File: src/sv/cbq_coef_mem.sv
// coefficient memory, one write and one registered read port
`timescale 1ns / 1ps

module cbq_coef_mem #(
    parameter int DEPTH = 40,
    parameter int AW    = 6
) (
    input  logic                clk,
    input  logic                wr_en,
    input  logic [AW-1:0]       wr_addr,
    input  logic signed [31:0]  wr_data,
    input  logic                rd_en,
    input  logic [AW-1:0]       rd_addr,
    output logic signed [31:0]  rd_data
);
    logic signed [31:0] mem [DEPTH];
    logic signed [31:0] rd_data_reg;

    // write port
    always_ff @(posedge clk)
    begin
        if (wr_en)
        begin
            mem[wr_addr] <= wr_data;
        end
    end

    // read port, holds its word between reads
    always_ff @(posedge clk)
    begin
        if (rd_en)
        begin
            rd_data_reg <= mem[rd_addr];
        end
    end

    assign rd_data = rd_data_reg;

endmodule

File: config.mk
export PLATFORM = sky130hd
export DESIGN_NAME = cbq_coef_mem
export DESIGN_NICKNAME = d
export VERILOG_FILES = /design/src/sv/cbq_coef_mem.sv
export SDC_FILE = /design/constraint.sdc
export NUM_CORES = 1
export LEC_CHECK = 0
export BUFFER_PORTS_ARGS = -buffer_cell sky130_fd_sc_hd__buf_2
export CORE_MARGIN = 3
export CORE_UTILIZATION = 40
export DETAILED_ROUTE_END_ITERATION = 6
export SYNTH_ARGS = -nofsm -noshare
export SYNTH_HDL_FRONTEND = slang
export SYNTH_SLANG_ARGS = --single-unit
File: constraint.sdc
create_clock -name clk -period 3.35 [get_ports clk]
set_input_delay 0.335 -clock clk [delete_from_list [all_inputs] [get_ports clk]]
set_output_delay 0.335 -clock clk [all_outputs]
set_load 0.02 [all_outputs]
---- Word level (Yosys, flattened, before mapping) ----
Memories as Yosys holds them, arrays and structs flattened. A register that Yosys moved wholly into a read port is not among the register bits.
Cells that the tools add are included.
word-level totals
  bits in registers ....................... 0
  memory bits (writable) .................. 1280
  input port bits ......................... 47
  output and inout port bits .............. 32
  memories ................................ 1
cells by class
  multiplexer cells ....................... 2
memory list
  memory  words  width  read ports  clocked after memory_dff  write ports  line  RTL
  mem     40     32     1           1                         1            16    logic signed [31:0] mem [DEPTH];
operator list
  operator  number
  $mux W1   2

---- Logic depth before layout (Yosys ltp) ----
  depth in word-level cells ............... 2
  mapped depth ............................ 8
  gate-level depth less buffers ........... 5

---- Worst setup path after synthesis ----
Ideal clock, no wire load.
  path kind ............................... in2reg
  from .................................... input wr_addr[5]
  to ...................................... memory mem[16][0] (enable)
  setup time .............................. 0.461 ns
  arrival ................................. 3.026 ns
  slack ................................... -0.137 ns
  stages on the path ...................... 3
  path buffers ............................ 0
  cells stage by stage .................... nor4bb_1 -> nand2b_1 -> nor3_1
RTL lines
  element             line  RTL
  start: declaration  10    input logic [AW-1:0] wr_addr,
  end: declaration    16
Straight into the memory's write port.

==> metrics.cfg <==
[outcome]
status=finished, final reports clean

[place]
gp_congestion=0.768
io_buffer_count=78
dp_cells=4265
dp_hpwl_um=76000

[routing]
drtIter0Drc=2733
drtAntennaViolNets=0
vias_per_cell=5.74
wirelength_um=137000
drt-wirelength-per-cell_um=30.4
drtPass1Iterations=5
vias=25900
drc=0

[sta]
rsz0062_at_grt=no
finalSetupTns_ps=0
worst_pin_slew_ps=1050
setup_viol=0
relSlewSlack_pct=30.0
period_needed_ps=1910
timing_hold_violations_final=0
slew_viol_final=0
fin_skew_ps=26.1
fmax_mhz=522
finalCritPeriodShare_pct=57.2

[pwr]
p_leak_nw=19.7
power_density_nw_per_um2=589
irDropWorstVdd_mv=0.479

[clocking]
clock_tree.root_cell=clkbuf_16
cts_resized=0
cts_tree=yes
clkTransAtPathRegs_ps=60
cts_max_level=4
insertion_delay_ps=750
post_cts_buffers=0
clk_path_buf_depth=3
clkSinkCount=1312
cts_buffers=134
ctsHoldBuffers=0

[job]
maxCapViolations=0

[logic_synthesis]
syn_area_um2=50900
yosysWarnings=0
ys_types=32
synth_seq_cells=1312
yosysTopAreaCell=edfxtp_1
synth_cells=2562
postSynthAreaPerCell_um2=19.9
yosys-top-cells-area=edfxtp_1, mux2i_1, mux4_2, a22oi_1, a22o_1
yosysSeqAreaShare_pct=77.3
mappedNetlistNets=2609
synth_top_area_share_pct=77.3

[layout]
syn_to_final_growth_pct=15.3
fin_util_pct=46.6
largest_register_ffs=1280
final_cells=4511
fill_cells=10400
final_nets=2798
drive_gt1_share_pct=20.8

[global_route]
grt_use_total_pct=20.7
grt_pass1_vias=26300
antenna_found_initial=7
grt-ovfl-total=0
grt_pass1_wl_um=194000
grt_max_degree=94

[critical_path]
path_cells=buf_8 -> buf_12 -> buf_4 -> mux2i_1 -> a221oi_2 -> o22ai_1 -> o41ai_2
critPathLaunchType=input port
crit_family=buffers and inverters
crit_path_end_kind=flip-flop
cp_data_arrival_time_ps=2470
critical_path_class=input port to flip-flop
cpPeakStageDelay_ps=420
cp.required_ps=3900
cp_max_fo=65
timing.rr.start=mem[5][28]
crit_path_start=rd_addr[0]
cpMaxStageDelayCell=a221oi_2
critPathBufInv=3

[die]
io-pin-count=79
die_h_um=363
dieArea_um2=132000
die_w_um=363
core_area_um2=126000
start_util_pct=40.4
num_rows=130

[worst_hold_path]
hp-start=wr_data[19]
timing.hold.worst.class=input port to flip-flop

-- worst paths after layout --
check | slack, ps | end | depth (start not counted)
max | 1440 | rd_data[17] | 7
min | 150 | mem[30][19] | 1
min reg2reg | 890 | rd_data[27] | 4
max reg2reg | 1600 | rd_data[28] | 5
-- layer usage --
layer	track usage, %	vias to the layer above	share of wire [%]
li1	-	11000	-
met3	4.12	267	7.0
met5	0	-	0.023
met1	27.1	13700	40
met4	8.72	6	4.1
met2	33.9	990	49
-- power by group --
part | leakage [nW] | switching [W] | internal [W]
clock | 2.08 | 0.00620 | 0.00838
combinational | 5.80 | 0.00115 | 0.000623
sequential | 11.8 | 0.0000600 | 0.0182
total | 19.7 | 0.00741 | 0.0272
-- cells in the final DEF, fill, tap and decap left out, types with 37 or more instances in the layout --
master     count
a22o_1        64
mux2i_1      512
a22oi_1      128
buf_12        47
mux4_2        64
edfxtp_1    1312
nand2_1       38
a221oi_1      37
buf_2         75
clkbuf_16    136
buf_4         85
a21oi_1       64
nor2_4        39
-- cells by family after synthesis --
| group | count (synthesis) | share of synthesized area (%) |
|---|---|---|
| AOI/OAI and AO/OA | 384 | 6.46 |
| buffers and inverters | 155 | 1.72 |
| DFF | 1312 | 77.3 |
| muxes | 608 | 13.6 |
| and+or+nand+nor | 103 | 0.872 |
-- final cells by class --
type / count / area (um2) / area share [%]
sequential: 1312 / 39400 / 67.1
antenna: 5 / 12.5 / 0.0213
clock inverter: 74 / 786 / 1.34
multi-input combinational: 1095 / 11000 / 18.7
clock buffer: 167 / 3520 / 5.99
timing repair buffer: 208 / 1970 / 3.35
tap: 1650 / 2060 / 3.51
-- per-stage QoR --
stage / setup WS (ps) / total power, W / hold slack [ps] / area [um2]
2_1_floorplan: 580 / 0.0196 / 434 / 50900
3_3_place_gp: 717 / 0.0204 / 853 / 54400
3_5_place_dp: 705 / 0.0204 / 834 / 54400
4_1_cts: 1470 / 0.0349 / 107 / 58700
5_1_grt: 1330 / 0.0357 / 170 / 58700
6_report: 1440 / 0.0346 / 150 / 58800
-- Yosys cell counts, drive strengths merged --
cell type / count
edfxtp: 1312
mux2i: 512
a22oi: 128
buf: 84
clkbuf: 71
a21oi: 64
a221oi: 64
a22o: 64
mux4: 64
nor2: 41
nand2: 39
mux2: 32
o22ai: 32
o41ai: 32
nand2b: 5
nor2b: 5
nand3: 4
nor3: 2
and2: 1
nand3b: 1
nand4: 1
nor4bb: 1
or2: 1
or3: 1
or3b: 1
(Power assumes the default switching activity.)
