File: config.mk
export PLATFORM = sky130hd
export DESIGN_NAME = cbq_ucode_rom
export DESIGN_NICKNAME = d
export VERILOG_FILES = /design/src/sv/cbq_pkg.sv /design/src/sv/cbq_ucode_rom.sv
export SDC_FILE = /design/constraint.sdc
export NUM_CORES = 1
export LEC_CHECK = 0
export ABC_AREA = 1
export BUFFER_PORTS_ARGS = -buffer_cell sky130_fd_sc_hd__buf_4
export CAP_MARGIN = 20
export CORE_AREA = 2 2 39 41
export DETAILED_ROUTE_END_ITERATION = 16
export DIE_AREA = 0 0 41 43
export PLACE_DENSITY = 0.52
export SLEW_MARGIN = 20
export SYNTH_ARGS = -nofsm -noshare
export SYNTH_HDL_FRONTEND = slang
export SYNTH_SLANG_ARGS = --single-unit
File: constraint.sdc
create_clock -name vclk -period 0.8
set_input_delay 0.04 -clock vclk [all_inputs]
set_output_delay 0.04 -clock vclk [all_outputs]
set_load 0.05 [all_outputs]
File: src/sv/cbq_pkg.sv
// shared types and constants for the cascaded biquad filter
`timescale 1ns / 1ps

package cbq_pkg;

    // command codes carried on the command field
    localparam logic [1:0] CMD_FILTER = 2'd0;
    localparam logic [1:0] CMD_COEF   = 2'd1;
    localparam logic [1:0] CMD_CLEAR  = 2'd2;

    // configuration register indexes
    localparam logic [1:0] REG_STAGE_COUNT = 2'd0;
    localparam logic [1:0] REG_INPUT_SCALE = 2'd1;
    localparam logic [1:0] REG_Q_FORMAT    = 2'd2;

    // coefficient slot within a stage
    localparam int COEFS_PER_STAGE = 5;
    localparam logic [2:0] K_A2 = 3'd0;
    localparam logic [2:0] K_A1 = 3'd1;
    localparam logic [2:0] K_B2 = 3'd2;
    localparam logic [2:0] K_B1 = 3'd3;
    localparam logic [2:0] K_B0 = 3'd4;

    // microprogram step addresses
    localparam int STEP_W = 4;
    localparam logic [STEP_W-1:0] STEP_PRE_MUL = 4'd0;
    localparam logic [STEP_W-1:0] STEP_PRE_X   = 4'd1;
    localparam logic [STEP_W-1:0] STEP_S0      = 4'd2;
    localparam logic [STEP_W-1:0] STEP_S1      = 4'd3;
    localparam logic [STEP_W-1:0] STEP_S2      = 4'd4;
    localparam logic [STEP_W-1:0] STEP_S3      = 4'd5;
    localparam logic [STEP_W-1:0] STEP_S4      = 4'd6;
    localparam logic [STEP_W-1:0] STEP_S5      = 4'd7;
    localparam logic [STEP_W-1:0] STEP_S6      = 4'd8;
    localparam logic [STEP_W-1:0] STEP_S7      = 4'd9;
    localparam logic [STEP_W-1:0] STEP_S8      = 4'd10;
    localparam logic [STEP_W-1:0] STEP_OUT     = 4'd11;

    // multiplier operand selects
    typedef enum logic {
        A_COEF,
        A_SAMPLE
    } mula_t;

    typedef enum logic [2:0] {
        B_DLY,
        B_D0,
        B_D1,
        B_D2,
        B_SCALE
    } mulb_t;

    // accumulator operation
    typedef enum logic [1:0] {
        ACC_HOLD,
        ACC_LOAD,
        ACC_ADD
    } acc_op_t;

    // special action of a step
    typedef enum logic [2:0] {
        ACT_NONE,
        ACT_X_IN,
        ACT_D0,
        ACT_LOOP,
        ACT_OUT
    } act_t;

    // one control word of the microprogram
    typedef struct packed {
        logic              coef_rd;
        logic [2:0]        coef_k;
        logic              dly_rd;
        logic              dly_wr;
        logic              dly_odd;
        logic              lat_d1;
        logic              lat_d2;
        logic              mul_en;
        mula_t             mul_a;
        mulb_t             mul_b;
        acc_op_t           acc_op;
        act_t              act;
        logic [STEP_W-1:0] jmp_to;
    } ucode_t;

endpackage

File: src/sv/cbq_ucode_rom.sv
// microprogram table: one control word per step
`timescale 1ns / 1ps

module cbq_ucode_rom (
    input  logic [cbq_pkg::STEP_W-1:0] pc,
    output cbq_pkg::ucode_t            word
);
    import cbq_pkg::*;

    always_comb
    begin
        word = '0;
        case (pc)
            // input scaling product
            STEP_PRE_MUL:
            begin
                word.mul_en = 1'b1;
                word.mul_a  = A_SAMPLE;
                word.mul_b  = B_SCALE;
            end
            // x takes the high word, stage loop starts
            STEP_PRE_X:
            begin
                word.act = ACT_X_IN;
            end
            // fetch d1 and a1
            STEP_S0:
            begin
                word.dly_rd  = 1'b1;
                word.dly_odd = 1'b0;
                word.coef_rd = 1'b1;
                word.coef_k  = K_A1;
            end
            // a1*d1, fetch d2 and a2
            STEP_S1:
            begin
                word.mul_en  = 1'b1;
                word.mul_a   = A_COEF;
                word.mul_b   = B_DLY;
                word.lat_d1  = 1'b1;
                word.dly_rd  = 1'b1;
                word.dly_odd = 1'b1;
                word.coef_rd = 1'b1;
                word.coef_k  = K_A2;
            end
            // a2*d2, fetch b0
            STEP_S2:
            begin
                word.mul_en  = 1'b1;
                word.mul_a   = A_COEF;
                word.mul_b   = B_DLY;
                word.lat_d2  = 1'b1;
                word.acc_op  = ACC_LOAD;
                word.coef_rd = 1'b1;
                word.coef_k  = K_B0;
            end
            // feedback sum complete
            STEP_S3:
            begin
                word.acc_op = ACC_ADD;
            end
            // new delay word
            STEP_S4:
            begin
                word.act = ACT_D0;
            end
            // b0*d0, old d1 moves to d2 slot, fetch b1
            STEP_S5:
            begin
                word.mul_en  = 1'b1;
                word.mul_a   = A_COEF;
                word.mul_b   = B_D0;
                word.dly_wr  = 1'b1;
                word.dly_odd = 1'b1;
                word.coef_rd = 1'b1;
                word.coef_k  = K_B1;
            end
            // b1*d1, d0 goes to d1 slot, fetch b2
            STEP_S6:
            begin
                word.mul_en  = 1'b1;
                word.mul_a   = A_COEF;
                word.mul_b   = B_D1;
                word.acc_op  = ACC_LOAD;
                word.dly_wr  = 1'b1;
                word.dly_odd = 1'b0;
                word.coef_rd = 1'b1;
                word.coef_k  = K_B2;
            end
            // b2*d2
            STEP_S7:
            begin
                word.mul_en = 1'b1;
                word.mul_a  = A_COEF;
                word.mul_b  = B_D2;
                word.acc_op = ACC_ADD;
            end
            // stage output, branch back unless last stage
            STEP_S8:
            begin
                word.act    = ACT_LOOP;
                word.jmp_to = STEP_S0;
            end
            // hand result to the output register
            STEP_OUT:
            begin
                word.act = ACT_OUT;
            end
            default:
            begin
                word = '0;
            end
        endcase
    end

endmodule

# Yosys cells after proc, flatten, opt, wreduce, memory -nomap -nowiden

Cells that the tools add are included.

Equality and inequality tests: 11
Multiplexer cells: 10
Reduce and logical (&&, ||, !) cells: 7

Operators with widths:

| kind                                                | count |
|---|---|
| one-hot mux 5 bit (5 select lines)                  | 1 |
| one-hot mux 4 bit (5 select lines)                  | 1 |
| equality test 4 x 3 -> 1 bit, second input constant | 4 |
| equality test 4 bit, second input constant          | 4 |
| one-hot mux 3 bit (4 select lines)                  | 1 |
| OR reduction 2 bit                                  | 6 |
| equality test 4 x 2 -> 1 bit, second input constant | 2 |
| 2-to-1 mux 1 bit                                    | 5 |
| equality test 4 x 1 -> 1 bit, second input constant | 1 |
| zero test 4 bit                                     | 1 |
| one-hot mux 2 bit (2 select lines)                  | 1 |
| 2-to-1 mux 2 bit                                    | 1 |

Bits in registers: 0
Input port bits: 4
Output and inout bits: 23
Logic and storage cells: 28

# Depth between registers and ports, before layout

Depth after elaboration: 3
Mapped depth: 5
Gate-level depth less buffers: 5

# Worst setup path before layout

Ideal clock, no wire load.

Path type: input port to output port
From: input port pc[0] (netlist bit)
To: output port word[20] (netlist bit)
Arrival time: 1.794 ns
Required time: 0.760 ns
Setup slack: -1.034 ns
Stages on the path: 4
Path buffers: 1
Cells stage by stage: nor2_1 > inv_1 > o21ai_0 > buf_4

RTL lines:

| what            | RTL line           | text |
|---|---|---|
| start, declared | cbq_ucode_rom.sv:5 | `input logic [cbq_pkg::STEP_W-1:0] pc,` |
| end, declared   | cbq_ucode_rom.sv:6 | `output cbq_pkg::ucode_t word` |

==> results.py <==
metrics = {
    "power_and_ir_drop": {
        "ir_drop_mv": 0.338,
        "p_per_area_nw_per_um2": 759,
        "power.leakage_nw": 0.330,
        "power_uw": 529,
    },
    "drt": {
        "detail_route.iter0.violations": 6,
        "vias": 365,
        "top_layer_used": "met3",
        "dr.pass1.iters": 2,
        "routed-wl-met2_um": 416,
        "wl_met3_um": 63,
        "wire_per_inst_um": 8.76,
        "wl_met1_um": 335,
        "wl_um": 815,
        "drc": 0,
        "avgViaCountPerCell": 3.92,
        "drt.antenna.violating_nets": 0,
    },
    "status": {
        "status": "complete, but fails checks",
        "violations": "negative setup slack",
    },
    "synth": {
        "yosys.area_share.adder_pct": 0,
        "synth_area_leaders": "nor2_1, buf_4, nand2_1",
        "synthTopCellsByCount": "nor2_1, nand2_1, inv_1, buf_4, o21ai_0",
        "avgSynthCellArea_um2": 4.53,
        "synth-seq-area-share_pct": 0,
        "synth.distinct_cells": 11,
        "synth_top_family_by_area": "simple AND/OR/NAND/NOR gates",
        "yosysMostFrequentCell": "nor2_1",
        "synth-xor-area-share_pct": 0,
        "muxShareOfSynthArea_pct": 0,
        "yosysWarnings": 0,
        "synthSimpleGateAreaFrac_pct": 57.1,
        "synth_compound_area_share_pct": 9.82,
        "synth.cell_area_um2": 204,
        "syn_inst": 45,
        "synth.largest_area_cell": "nor2_1",
        "synth_top_area_share_pct": 25.8,
    },
    "finish": {
        "seq_area_um2": 0,
        "design.seq.count": 0,
        "fin_nets": 83,
        "fillers": 143,
        "diodes": 0,
        "multi_input_area_um2": 292,
        "synthToLayoutAreaGrowth_pct": 242,
        "drive_above_1_share_pct": 87.0,
        "nClkBuffers": 0,
        "final_area_um2": 697,
    },
    "setup_path": {
        "cp.arrival_ps": 820,
        "cp_max_fo": 4,
        "cp-start-kind": "input port",
        "end_kind": "output port",
        "cp.required_ps": 760,
        "crit_type": "in -> out",
    },
    "worst_hold_path": {
        "min_path_cells": 4,
        "hp-class": "in -> out",
    },
    "grt": {
        "grt_overflow_total": 0,
        "antenna_found_initial": 0,
        "grt_pass1_wl_um": 1360,
        "grt_pass1_vias": 323,
        "track_usage_pct": 10.1,
        "grt_max_degree": 7,
    },
    "sta": {
        "rsz0062_at_grt": "true",
        "whs_ps": 503,
        "layout_min_cycle_time_ps": 856,
        "setup_viol": 7,
        "setup_ws_ps": -56.5,
        "hold_viol_final": 0,
        "drv_slew": 0,
        "min_period_over_period_pct": 107,
        "fmax_mhz": 1170,
    },
    "floorplanning": {
        "die_x_um": 41,
        "io-pin-count": 27,
        "start_util_pct": 14.7,
        "die_height_um": 43,
        "core_area_um2": 1380,
        "dieArea_um2": 1760,
        "rows": 14,
    },
    "flow_run": {
        "maxCapViolCount": 0,
    },
    "placed_design": {
        "dp_worst_setup_slack_ps": -167,
        "portBuffers": 24,
        "dpl_cell_area_um2": 548,
        "place_hpwl_um": 666,
        "routabilityCongestion": 0.793,
    },
}
[cells by family (layout without fill, tap and decap cells)]
family	after synthesis	after routing
and+or+nand+nor	28	28
buffers and inverters	12	42
AOI/OAI and AO/OA	4	4
other	1	3
[metrics by stage]
stage | util, % | TNS (ps) | instances
global route | 50.4 | -877 | 93
detailed placement | 39.6 | -1420 | 92
finish | 50.4 | -283 | 93
floorplan | - | -1080 | 47
CTS | 47.5 | -381 | 93
global placement | 39.6 | -1310 | 92
[layout make-up]
type                       instances  share of cell area (%)
tap                               16                    2.87
inverter                           7                    5.75
timing repair buffer              35                    49.6
multi-input combinational         35                    41.8
[placed cells by master, fill, tap and decap left out]
cell and count:
nor2_1 4, buf_4 16, nand2_1 2, inv_2 3
a21oi_4 1, buf_8 3, nor2_4 5, nand3_1 1
nor2_2 6, o21ai_4 3, inv_6 1, buf_6 16
inv_4 2, nand2_4 2, nor3_4 1, nand3_4 1
nand2_2 6, clkinvlp_4 1, conb_1 3
[critical path, stage by stage]
cell	delay (ps)
buf_8	80
clkinvlp_4	120
nand2_2	190
nor2_4	60
nor2_1	110
nand2_2	70
buf_8	150
[metal layers]
| metal | global-route usage (%) | vias up |
|---|---|---|
| li1 | - | 194 |
| met1 | 15.8 | 157 |
| met2 | 15.3 | 14 |
| met3 | 1.05 | 0 |
| met4 | 0 | 0 |
| met5 | 0 | - |
[final timing paths]
path | startpoint | to
min | pc[1] | word[10]
max | pc[2] | word[13]
[what timing repair did]
action / 4_1_cts / 5_1_grt
pin swaps: 7 / 0
setup endpoints to repair: 15 / 17
gates cloned: 0 / 0
hold endpoints to repair: 0 / 0
resized for setup: 30 / 12
buffers inserted: 1 / 0
hold buffers: 0 / 0
[report_power, final]
group / total, mW / switching (mW) / internal, mW
Sequential: 0 / 0 / 0
Clock: 0 / 0 / 0
Combinational: 0.529 / 0.343 / 0.186
Power figures use the tool's default switching activity.
