<file path="src/sv/cbq_dly_mem.sv">
// delay word memory with per-entry valid bits, unwritten entries read as zero
`timescale 1ns / 1ps

module cbq_dly_mem #(
    parameter int DEPTH = 16,
    parameter int AW    = 4
) (
    input  logic                clk,
    input  logic                rst_n,
    input  logic                clear,
    input  logic                wr_en,
    input  logic [AW-1:0]       wr_addr,
    input  logic signed [31:0]  wr_data,
    input  logic                rd_en,
    input  logic [AW-1:0]       rd_addr,
    output logic signed [31:0]  rd_data
);
    logic signed [31:0] mem [DEPTH];
    logic [DEPTH-1:0]   valid_reg;
    logic signed [31:0] rd_data_reg;
    logic               rd_valid_reg;

    // valid bits: reset and clear command empty every entry
    always_ff @(posedge clk or negedge rst_n)
    begin
        if (!rst_n)
        begin
            valid_reg    <= '0;
            rd_valid_reg <= 1'b0;
        end
        else
        begin
            if (clear)
            begin
                valid_reg <= '0;
            end
            else if (wr_en)
            begin
                valid_reg[wr_addr] <= 1'b1;
            end
            if (rd_en)
            begin
                rd_valid_reg <= valid_reg[rd_addr];
            end
        end
    end

    // storage array
    always_ff @(posedge clk)
    begin
        if (wr_en)
        begin
            mem[wr_addr] <= wr_data;
        end
        if (rd_en)
        begin
            rd_data_reg <= mem[rd_addr];
        end
    end

    assign rd_data = rd_valid_reg ? rd_data_reg : 32'sd0;

endmodule

</file>
<file path="config.mk">
export PLATFORM = sky130hd
export DESIGN_NAME = cbq_dly_mem
export DESIGN_NICKNAME = d
export VERILOG_FILES = /design/src/sv/cbq_dly_mem.sv
export SDC_FILE = /design/constraint.sdc
export NUM_CORES = 1
export LEC_CHECK = 0
export BUFFER_PORTS_ARGS = -buffer_cell sky130_fd_sc_hd__buf_2
export CAP_MARGIN = 5
export CORE_MARGIN = 2
export CORE_UTILIZATION = 53
export CTS_CLUSTER_DIAMETER = 50
export DETAILED_ROUTE_END_ITERATION = 7
export PLACE_DENSITY = 0.79
export SKIP_LAST_GASP = 1
export SLEW_MARGIN = 20
export SYNTH_ARGS = -nofsm -noshare
export SYNTH_HDL_FRONTEND = slang
export SYNTH_SLANG_ARGS = --single-unit
</file>
<file path="constraint.sdc">
create_clock -name clk -period 2.18 [get_ports clk]
set_clock_uncertainty 0.05 [all_clocks]
set_input_delay 0.109 -clock clk [delete_from_list [all_inputs] [get_ports clk]]
set_output_delay 0.109 -clock clk [all_outputs]
set_load 0.05 [all_outputs]
</file>
[Word-level counts from Yosys, hierarchy flattened]
Memory sizes are Yosys's and may differ from the RTL's. A register that Yosys moved wholly into a read port is not among the register bits.
Index checks and enable logic that the tools add are counted.
Storage, ports and cells
  memories kept: 1
  input bits: 45
  output and inout bits: 32
  register bits: 17
  RAM bits: 512
  word-level logic and storage cells: 18
Operators by class
  muxes and demuxes: 9
  reduce and logical (&&, ||, !) cells: 2
  bitwise logic cells: 1
  order comparisons: 3
Memories
  mem: words 16, bits a word 32, rd ports 1, clocked after Yosys merged registers in 1, wr ports 1, RTL line 18  | logic signed [31:0] mem [DEPTH];
Operators with widths (number)
  $mux W16: 2
  $mux W32: 1
  $or A16 B16 Y16: 1
  $lt A4 B5 Y1 const B: 2
  $bmux W1 S4: 1
  $demux W1 S4: 1
  $ge A4 B1 Y1 const B: 1
  $mux W1: 4
  $reduce_bool A2 Y1: 1
  $logic_and A1 B1 Y1: 1

[Longest topological paths before layout]
Gate-level depths: netlist of the first run.
  depth in word-level cells: 7
  depth in mapped cells: 6
  depth with buffers taken out: 4

[Worst setup path before layout of the first run]
OpenSTA, ideal clock, no wires.
  path type: input-to-reg
  start: in wr_addr[2]
  end: mem mem[0][0] (enable)
  slack: -1.210 ns
  arrival: 2.877 ns
  library setup time: 0.464 ns
  path buffers: 0
  required time: 1.666 ns
  cell stages on the path: 2
  cells stage by stage: or3b_2 -> nor3_1
RTL lines
  start: declaration: RTL line 12  | input logic [AW-1:0] wr_addr,
  end: declaration: RTL line 18
No word-level cell before the write port.

[Worst setup path in the final report of the first run]
  start: reg rd_valid_reg
  end: out rd_data[26]
On the way
  word-level cells in the longest chain between the ends: 1
RTL lines
  start: declaration: RTL line 21  | logic rd_valid_reg;
  start signal: assignment: RTL line 43  | rd_valid_reg <= valid_reg[rd_addr];
  $mux W32: RTL line 61  | assign rd_data = rd_valid_reg ? rd_data_reg : 32'sd0;
  end: declaration: RTL line 16  | output logic signed [31:0] rd_data
Every way passes these cells.

==> metrics, run 1 <==
combinational power share 5.3%; ys flop type edfxtp_1; Max clock buf depth 3; final worst-path cycle share 85.5%; DRT Pass-1 Iters 5; Hold Vio Cnt, Final 0; crit-path cells buf_4, and2_1, buf_2; Detail Route Antenna Nets 0; Total Die Area roughly 42000 sq um; CP max FO 19; initial DRC count 1265; GRT Overall Usage a little under a quarter; top post-synthesis cells by area edfxtp_1, mux4_2, dfrtp_1; Critical R2R Launch mem[14][11]$_DFFE_PP_; Final HPWL DP 25.8 mm; hold buffers post-CTS 36; post_cts resized 0; # fillers between 2000 and 2500; routed via count 9911; clk sinks 561; Synth Register Bits 561; I/O Buffers 76; count of cell types in the netlist 18; PD cells 894 nW/um^2; Tot Pwr 22200 uW; H-tree depth 2; Avg Cell Area, Syn 24.6 sq um; first-pass GRT wire length 68.2 mm; CP Capture Type primary output; Worst Setup SP rd_valid_reg$_DFFE_PN0P_; sw frac about a fifth; critical path data required time ~2.0 ns; share of cells above drive strength 1 36.0%; leak pwr 0.00814 uW; Worst setup SP type flop; Clock Latency Late Sink 0.57 ns; final core occ a little over three fifths; Critical-path top delay cell dfrtp_1; worst hold path class input pin to flop; Tightest Pin Transition 0.777 ns; Cell Rows between 70 and 80; most common cell in the netlist edfxtp_1; max reg flops 512; worst reg-to-reg setup slack 0.39 ns; largest net degree at the start of global routing 38; RSZ-0062 raised after global routing no; Post-synth EDFFs between 500 and 600; postcts setup bufs 0; worst vdd ir 0.547 mV; Sw Pwr approximately 4600 uW; TritonCTS Buffers 54; max-slew violations 0; Placer Congestion 0.735; synthesized area between 20000 and 25000 sq um; Net Count, Synth around 900; initial antenna violation count 0; Synth area leader edfxtp_1; Ys Warns 0; GR Overflow Total 0; Final Critical Period about 1.9 ns; # Max-Cap Violations 0; Die W 204 um; status completed; slowest stage delay, CP 0.35 ns; CTS tree built; Flop pwr share 54.8%; post-layout net count around 1100; WL/cell 28.9 um; die height approximately 200 um; Peak Freq 0.536 GHz; arrival time at the worst endpoint 1.71 ns; Yosys top cell area share between 70% and 80%; area grow syn2layout 17.5%; Max-slew headroom between 40% and 50%; Int Power between 15000 and 20000 uW; list of most frequent post-synthesis cells edfxtp_1, mux4_2, nor2_1; Setup CP Type flop to primary output; number of global-route vias before repair 10200; Initial Util between 50% and 60%; Clk pwr share 39.9%; DRC 0; core area 39500 sq um; Syn Inst Count 859; FFs w/ async S/R, synth 3.03%; Post-Route WL around 47 mm; final setup violation count 0; hold wc startpoint rd_addr[3]; Ports 77; clk root buf clkbuf_16; register area share after synthesis 79.2%; Vias/cell 6.16; Reg clk slew, reported paths about 0.06 ns
-- worst max-delay path: cells and delay by family, from the launching register on --
kind	cells	cell delay [ns]
buf+inv	2	0.55
simple gates	1	0.21
flops	1	0.35
-- metrics by stage --
step	hold slack, ns	instance area, sq um	worst slack [ns]	TNS (ns)	cells
finish	0.0811	24900	0.315	0	1609
global route	0.0628	24900	0.253	0	1608
CTS	0.0583	24900	0.281	0	1608
detailed placement	-0.00565	22800	0.202	0	1473
global placement	-0.00949	22800	0.248	0	1473
floorplan	-0.237	21200	-0.339	-33.15	859
-- area by class of cell --
type / count / area [sq um] / area share (%)
timing repair buffer: 168 / 1460 / 5.87
sequential: 561 / 16800 / 67.4
clock buffer: 73 / 1490 / 6.01
tap: 525 / 657 / 2.64
multi-input combinational: 255 / 4300 / 17.3
clock inverter: 26 / 193 / 0.775
antenna: 1 / 2.50 / 0.0101
-- layer usage --
layer / wire [um] / share of wire [%] / up-vias / global-route usage (%)
met4: 1310 / 2.8 / 0 / 8.00
met3: 3870 / 8.3 / 86 / 3.68
met5: 0 / 0 / - / 0
li1: - / - / 4026 / -
met1: 17300 / 37 / 5238 / 31.3
met2: 24100 / 52 / 561 / 38.8
-- power by group through the flow --
stage	clock network (uW)	logic [uW]	registers [uW]
after floorplan	0	673	12400
after global placement	0	1090	12400
after detailed placement	0	1120	12400
after CTS	8990	1190	12200
after global routing	9380	1250	12200
final	8880	1180	12200
-- cell families (layout without fill, tap and decap cells) --
family | count (synthesis) | after routing | synth area share (%)
flip-flops | 561 | 561 | 79.2
other | 0 | 1 | 0
buffers and inverters | 43 | 267 | 1.12
AND/OR/NAND/NOR | 87 | 87 | 2.03
multiplexers | 168 | 168 | 17.6
-- path summary, 6_finish.rpt --
path / end / cells past startpoint
max: rd_data[26] / 3
min: rd_data_reg[27]$_DFFE_PP_ / 2
max reg2reg: rd_data_reg[11]$_DFFE_PP_ / 2
min reg2reg: valid_reg[2]$_DFFE_PN0P_ / 2
max in group asynchronous: valid_reg[13]$_DFFE_PN0P_ / 3
min in group asynchronous: rd_valid_reg$_DFFE_PN0P_ / 3
-- placed cells by master, fill, tap and decap left out --
master and count:
buf_4 34, buf_12 23, clkbuf_16 55, clkbuf_8 6
nand2_1 1, bufinv_16 2, nor3_4 4, clkinv_1 10
and2_1 32, nor2_4 12, diode_2 1, dfrtp_1 17
nor2_1 32, mux4_2 164, dlygate4sd3_1 36, nand3b_1 2
clkbuf_1 13, nand2b_1 2, edfxtp_1 544, inv_6 1
mux2i_1 3, clkinvlp_4 1, buf_2 74, mux2_2 1
clkinv_4 2, clkinv_2 9, or3b_2 1, clkinv_8 1
nand3_1 1
Power figures use the tool's default switching activity.
==> run 2, diff against run 1 <==
--- a/config.mk
+++ b/config.mk
@@ -11,7 +11,7 @@
 export CORE_UTILIZATION = 53
 export CTS_CLUSTER_DIAMETER = 50
 export DETAILED_ROUTE_END_ITERATION = 7
-export PLACE_DENSITY = 0.79
+export PLACE_DENSITY = 0.71
 export SKIP_LAST_GASP = 1
 export SLEW_MARGIN = 20
 export SYNTH_ARGS = -nofsm -noshare
==> run 2 against run 1 <==
Combinational power is essentially flat; critical path depth is the same; global-route usage shrank 1.2 points; wire length shrank 6.1%; power grew 1.8%; sequential power is essentially flat; critical endpoint is now rd_data[2]; highest routed layer unchanged.
==> metrics, run 2 (synthesized netlist as in run 1, its figures left out) <==
Reg clk slew, reported paths 0.06 ns (about the same); fin area 24900 sq um (about the same); Min-Delay Path Depth 1 (-1); postcts setup bufs 0 (unchanged); most common cell after layout, fill and taps aside edfxtp_1; post_cts resized 0 (unchanged); RSZ-0062 raised after global routing no; final setup violation count 0 (unchanged); CTS tree built; TritonCTS Buffers 56 (+3.7%); Setup CP Type flop to primary output; Final HPWL DP 21.4 mm (-17%); Clock Latency Late Sink 0.60 ns (+0.03 ns); r2r endpoint rd_data_reg[30]$_DFFE_PP_; area grow syn2layout 17.6% (about the same); Clk pwr share 41.1% (+1.2 points); Placer Congestion 0.715 (-2.7%); combinational power share 5.1% (-0.2 points); slowest stage delay, CP 0.35 ns (about the same); Total Die Area 41500 sq um (unchanged); DRC 0 (unchanged); Ports 77 (unchanged); final worst slack 0.196 ns (-0.119 ns); Tightest Pin Transition 0.768 ns (-0.00929 ns); hold wc startpoint rd_en; CP Capture Type primary output; Post-Route WL 43.7 mm (-6.1%); Cell Rows 73 (unchanged); Flop pwr share 53.8% (-1.0 points); I/O Buffers 76 (unchanged); critical path data required time 2.02 ns (about the same); largest net degree at the start of global routing 54 (+42%); worst reg-to-reg setup slack 0.49 ns (+0.10 ns); CP max FO 24 (+5); WP buf/inv 2 (unchanged); status completed; DP Area 22700 sq um (-0.43%); # fillers 2586 (+4.6%); PD cells 909 nW/um^2 (+1.7%); Worst setup SP type flop; number of global-route vias before repair 9776 (-4.6%); first-pass GRT wire length 64.7 mm (-5.1%); sw frac 20.2% (-0.29 points); die height 204 um (unchanged); leak pwr 0.00812 uW (-0.27%); GR Overflow Total 0 (unchanged); max-slew violations 0 (unchanged); clk sinks 561 (unchanged); most frequent cells in the layout edfxtp_1, mux4_2, buf_2, clkbuf_16, dlygate4sd3_1; worst vdd ir 0.563 mV (+3.0%); # Max-Cap Violations 0 (unchanged); DRT Pass-1 Iters 5 (unchanged); Die W 204 um (unchanged); Top Family by Delay on Critical Path buffers and inverters; Peak Freq 0.504 GHz (-6.0%); post-layout net count 1068 (-1.6%); Critical R2R Launch mem[11][30]$_DFFE_PP_; Vias/cell 5.99 (-2.8%); hold buffers post-CTS 35 (-2.8%); Int Power 18100 uW (+2.1%); initial DRC count 943 (-25%); worst hold path class input pin to flop; Max-slew headroom 48.6% (+0.62 points); routed via count 9558 (-3.6%); R2R cell count 2 (unchanged); H-tree depth 2 (unchanged); Final Critical Period 1.98 ns (+0.119 ns); GRT Overall Usage 21.9% (-1.2 points); final core occ 62.9% (about the same); Min-Delay Endpoint rd_data_reg[3]$_DFFE_PP_; hold slack 0.0536 ns (-0.0275 ns); arrival time at the worst endpoint 1.83 ns (+0.12 ns); Detail Route Antenna Nets 0 (unchanged); Sw Pwr 4570 uW (+0.31%); Initial Util 53.5% (unchanged); Critical-path top delay cell dfrtp_1; max reg flops 512 (unchanged); WL/cell 27.4 um (-5.4%); Max clock buf depth 3 (unchanged); TNS Setup 0 ns (unchanged); Hold Vio Cnt, Final 0 (unchanged); initial antenna violation count 1 (+1); crit-path cells buf_4, and2_1, buf_2; final worst-path cycle share 91.0% (+5.5 points); pre-CTS setup slack 0.216 ns (+0.0140 ns); share of cells above drive strength 1 35.5% (-0.50 points); clk root buf clkbuf_16; core area 39500 sq um (unchanged)
## run 2: changes by cell type in the layout (fill, tap and decap cells not counted), moves of 2 or more
cell,delta
buf_12,+3
clkinv_2,+3
buf_4,-21
clkbuf_16,+3
clkbuf_1,-2
## run 2: per-layer routing
layer / wire length, um / track usage (%) / vias up
met5: 0 / 0 / -
met4: 834 / 5.76 / 0
met3: 2640 / 3.28 / 67
met2: 21800 / 35.4 / 326
met1: 18400 / 32.2 / 5171
li1: - / - / 3994
## run 2: how the worst max path moves through the flow
stage	from	endpoint	cells after the start
2_1_floorplan	wr_addr[2]	mem[1][0]$_DFFE_PP_	2
3_3_place_gp	rd_addr[0]	rd_data_reg[22]$_DFFE_PP_	4
3_5_place_dp	rd_addr[0]	rd_data_reg[22]$_DFFE_PP_	4
4_1_cts	rd_valid_reg$_DFFE_PN0P_	rd_data[4]	3
5_1_grt	rd_valid_reg$_DFFE_PN0P_	rd_data[4]	3
6_report	rd_valid_reg$_DFFE_PN0P_	rd_data[2]	3
## run 2: worst reg2reg max path, delay by kind of cell (launching register included)
kind,cells,cell delay [ns]
flip-flops,1,0.40
multiplexers,2,0.98
## run 2: cell type report
cell class,instances,area [sq um],share of cell area [%]
clock inverter,30,238,0.955
timing repair buffer,149,1350,5.43
sequential,561,16800,67.4
antenna,1,2.50,0.0101
clock buffer,75,1580,6.33
tap,525,657,2.64
multi-input combinational,255,4300,17.3
## run 2: stage by stage
stage / cells / power, uW
after CTS: 1595 / 22800
after global placement: 1455 / 13500
after detailed placement: 1455 / 13500
after global routing: 1596 / 23300
after floorplan: 859 / 13000
final: 1596 / 22600
## run 2: power by group through the flow
stage / registers (uW) / logic [uW] / clock network (uW)
floorplan: 12400 / 673 / 0
global placement: 12400 / 1090 / 0
detailed placement: 12400 / 1110 / 0
CTS: 12200 / 1170 / 9470
global route: 12200 / 1230 / 9890
finish: 12200 / 1150 / 9310
==> run 3, diff against run 2 <==
--- a/config.mk
+++ b/config.mk
@@ -8,10 +8,10 @@
 export BUFFER_PORTS_ARGS = -buffer_cell sky130_fd_sc_hd__buf_2
 export CAP_MARGIN = 5
 export CORE_MARGIN = 2
-export CORE_UTILIZATION = 53
+export CORE_UTILIZATION = 55
 export CTS_CLUSTER_DIAMETER = 50
 export DETAILED_ROUTE_END_ITERATION = 7
-export PLACE_DENSITY = 0.71
+export PLACE_DENSITY = 0.8
 export SKIP_LAST_GASP = 1
 export SLEW_MARGIN = 20
 export SYNTH_ARGS = -nofsm -noshare
==> run 3 against run 2 <==
Cell count is 1.0% lower; setup slack got worse by 0.096 ns; sequential share of layout area is 0.21 points higher; sequential power about the same; critical path depth did not move.
==> metrics, run 3 (synthesized netlist as in run 1, its figures left out) <==
final worst-path cycle share 95.4% (+4.4 points); DRC 0 (unchanged); routed via count 9932 (+3.9%); worst hold path class input pin to flop; most frequent cells in the layout edfxtp_1, mux4_2, buf_2, clkbuf_16, dlygate4sd3_1; Placer Congestion 0.726 (+1.5%); Final Critical Period 2.08 ns (+0.0959 ns); Post-Place Cells 1444 (-0.76%); Initial Util 56.1% (+2.5 points); clk root buf clkbuf_16; CP Capture Type primary output; max reg flops 512 (unchanged); Vias/cell 6.29 (+5.0%); # fillers 2291 (-11%); final core occ 65.7% (+2.8 points); final worst slack 0.100 ns (-0.0959 ns); Total Die Area 40100 sq um (-3.6%); hold slack 0.146 ns (+0.0924 ns); Peak Freq 0.481 GHz (-4.6%); Clock Latency Late Sink 0.58 ns (-0.02 ns); Max-slew headroom 48.9% (+0.27 points); WL/cell 30.2 um (+11%); DRT Pass-1 Iters 5 (unchanged); Worst setup SP type flop; Cell Rows 71 (-2.7%); FF/Latch Area 16800 sq um (unchanged); CP max FO 23 (-4.2%); core area 37800 sq um (-4.5%); final setup violation count 0 (unchanged); max-slew violations 0 (unchanged); PD cells 907 nW/um^2 (-0.31%); first-pass GRT wire length 70.1 mm (+8.3%); largest net degree at the start of global routing 61 (+13%); arrival time at the worst endpoint 1.92 ns (+0.09 ns); post-layout net count 1070 (+0.19%); Tot Pwr 22500 uW (-0.63%); Die W 200 um (-1.8%); share of cells above drive strength 1 35.7% (+0.19 points); critical path data required time 2.02 ns (about the same); CTS tree built; number of global-route vias before repair 10300 (+5.2%); status completed; # Max-Cap Violations 0 (unchanged); Ports 77 (unchanged); area occupied by multi-input gates 4300 sq um (unchanged); Reg clk slew, reported paths 0.06 ns (about the same); H-tree depth 2 (unchanged); worst vdd ir 0.620 mV (+10%); RSZ-0062 raised after global routing no; Post-Route WL 47.8 mm (+9.5%); die height 200 um (-1.8%); Tightest Pin Transition 0.764 ns (-0.00396 ns); Max clock buf depth 3 (unchanged); TritonCTS Buffers 54 (-3.6%); Hold Vio Cnt, Final 0 (unchanged); clk sinks 561 (unchanged); Setup CP Type flop to primary output; I/O Buffers 76 (unchanged); initial DRC count 1143 (+21%); GRT Overall Usage 24.4% (+2.5 points); pre-CTS setup slack 0.162 ns (-0.0540 ns); GR Overflow Total 0 (unchanged); leak pwr 0.00806 uW (-0.65%); Detail Route Antenna Nets 0 (unchanged); Cell Count, Final, Fillers Out 1580 (-1.0%); Final HPWL DP 22.9 mm (+7.3%); initial antenna violation count 3 (+2); area grow syn2layout 17.2%; most common cell after layout, fill and taps aside edfxtp_1
run 3: changes by cell type in the layout (fill, tap and decap cells not counted), sizes merged:
cell	change
clkbuf	-8
clkinv	-7
clkinvlp	+7
buf	+3
diode	+1
dlygate4sd3	+1
inv	+1
run 3: metrics by stage:
stage                     setup TNS [ns]  area (sq um)
final                                  0         24800
after global routing                   0         24800
after CTS                              0         24800
after detailed placement               0         22700
after global placement                 0         22700
after floorplan                   -33.15         21200
run 3: critical path: stages, from the launching register on:
cell and delay, ns:
dfrtp_1 0.38, buf_4 0.35, and2_1 0.30, buf_2 0.30
run 3: power breakdown:
part	switching [uW]	internal (uW)	leakage [uW]
clock	3910	5210	0.000835
combinational	646	531	0.00206
sequential	81.1	12100	0.00517
total	4640	17900	0.00806
run 3: layer usage:
layer | GRT usage [%] | share of wire, % | up-vias | routed length (um)
met3 | 4.70 | 8.9 | 83 | 4260
met4 | 7.94 | 2.5 | 0 | 1200
li1 | - | - | 3989 | -
met5 | 0 | 0 | - | 0
met2 | 39.8 | 51 | 583 | 24300
met1 | 33.9 | 38 | 5277 | 18000
run 3: path summary, 6_finish.rpt:
| check | from | to | slack [ns] | cells after the start |
|---|---|---|---|---|
| max | rd_valid_reg$_DFFE_PN0P_ | rd_data[2] | 0.10 | 3 |
| min | rd_addr[3] | rd_data_reg[0]$_DFFE_PP_ | 0.15 | 3 |
| max reg2reg | mem[10][15]$_DFFE_PP_ | rd_data_reg[15]$_DFFE_PP_ | 0.43 | 2 |
| min reg2reg | valid_reg[14]$_DFFE_PN0P_ | valid_reg[14]$_DFFE_PN0P_ | 0.45 | 2 |
| max in group asynchronous | rst_n | valid_reg[5]$_DFFE_PN0P_ | 0.95 | 3 |
| min in group asynchronous | rst_n | valid_reg[3]$_DFFE_PN0P_ | 0.65 | 3 |
run 3: area by class of cell:
class	instances	area share, %
antenna	2	0.0202
clock inverter	31	0.999
clock buffer	67	6.02
multi-input combinational	255	17.3
timing repair buffer	153	5.48
sequential	561	67.6
tap	511	2.58
run 3: timing repair:
action,CTS,global route
hold endpoints to repair,554,0
setup buffers,0,0
gates resized for setup,0,0
hold buffers,36,0
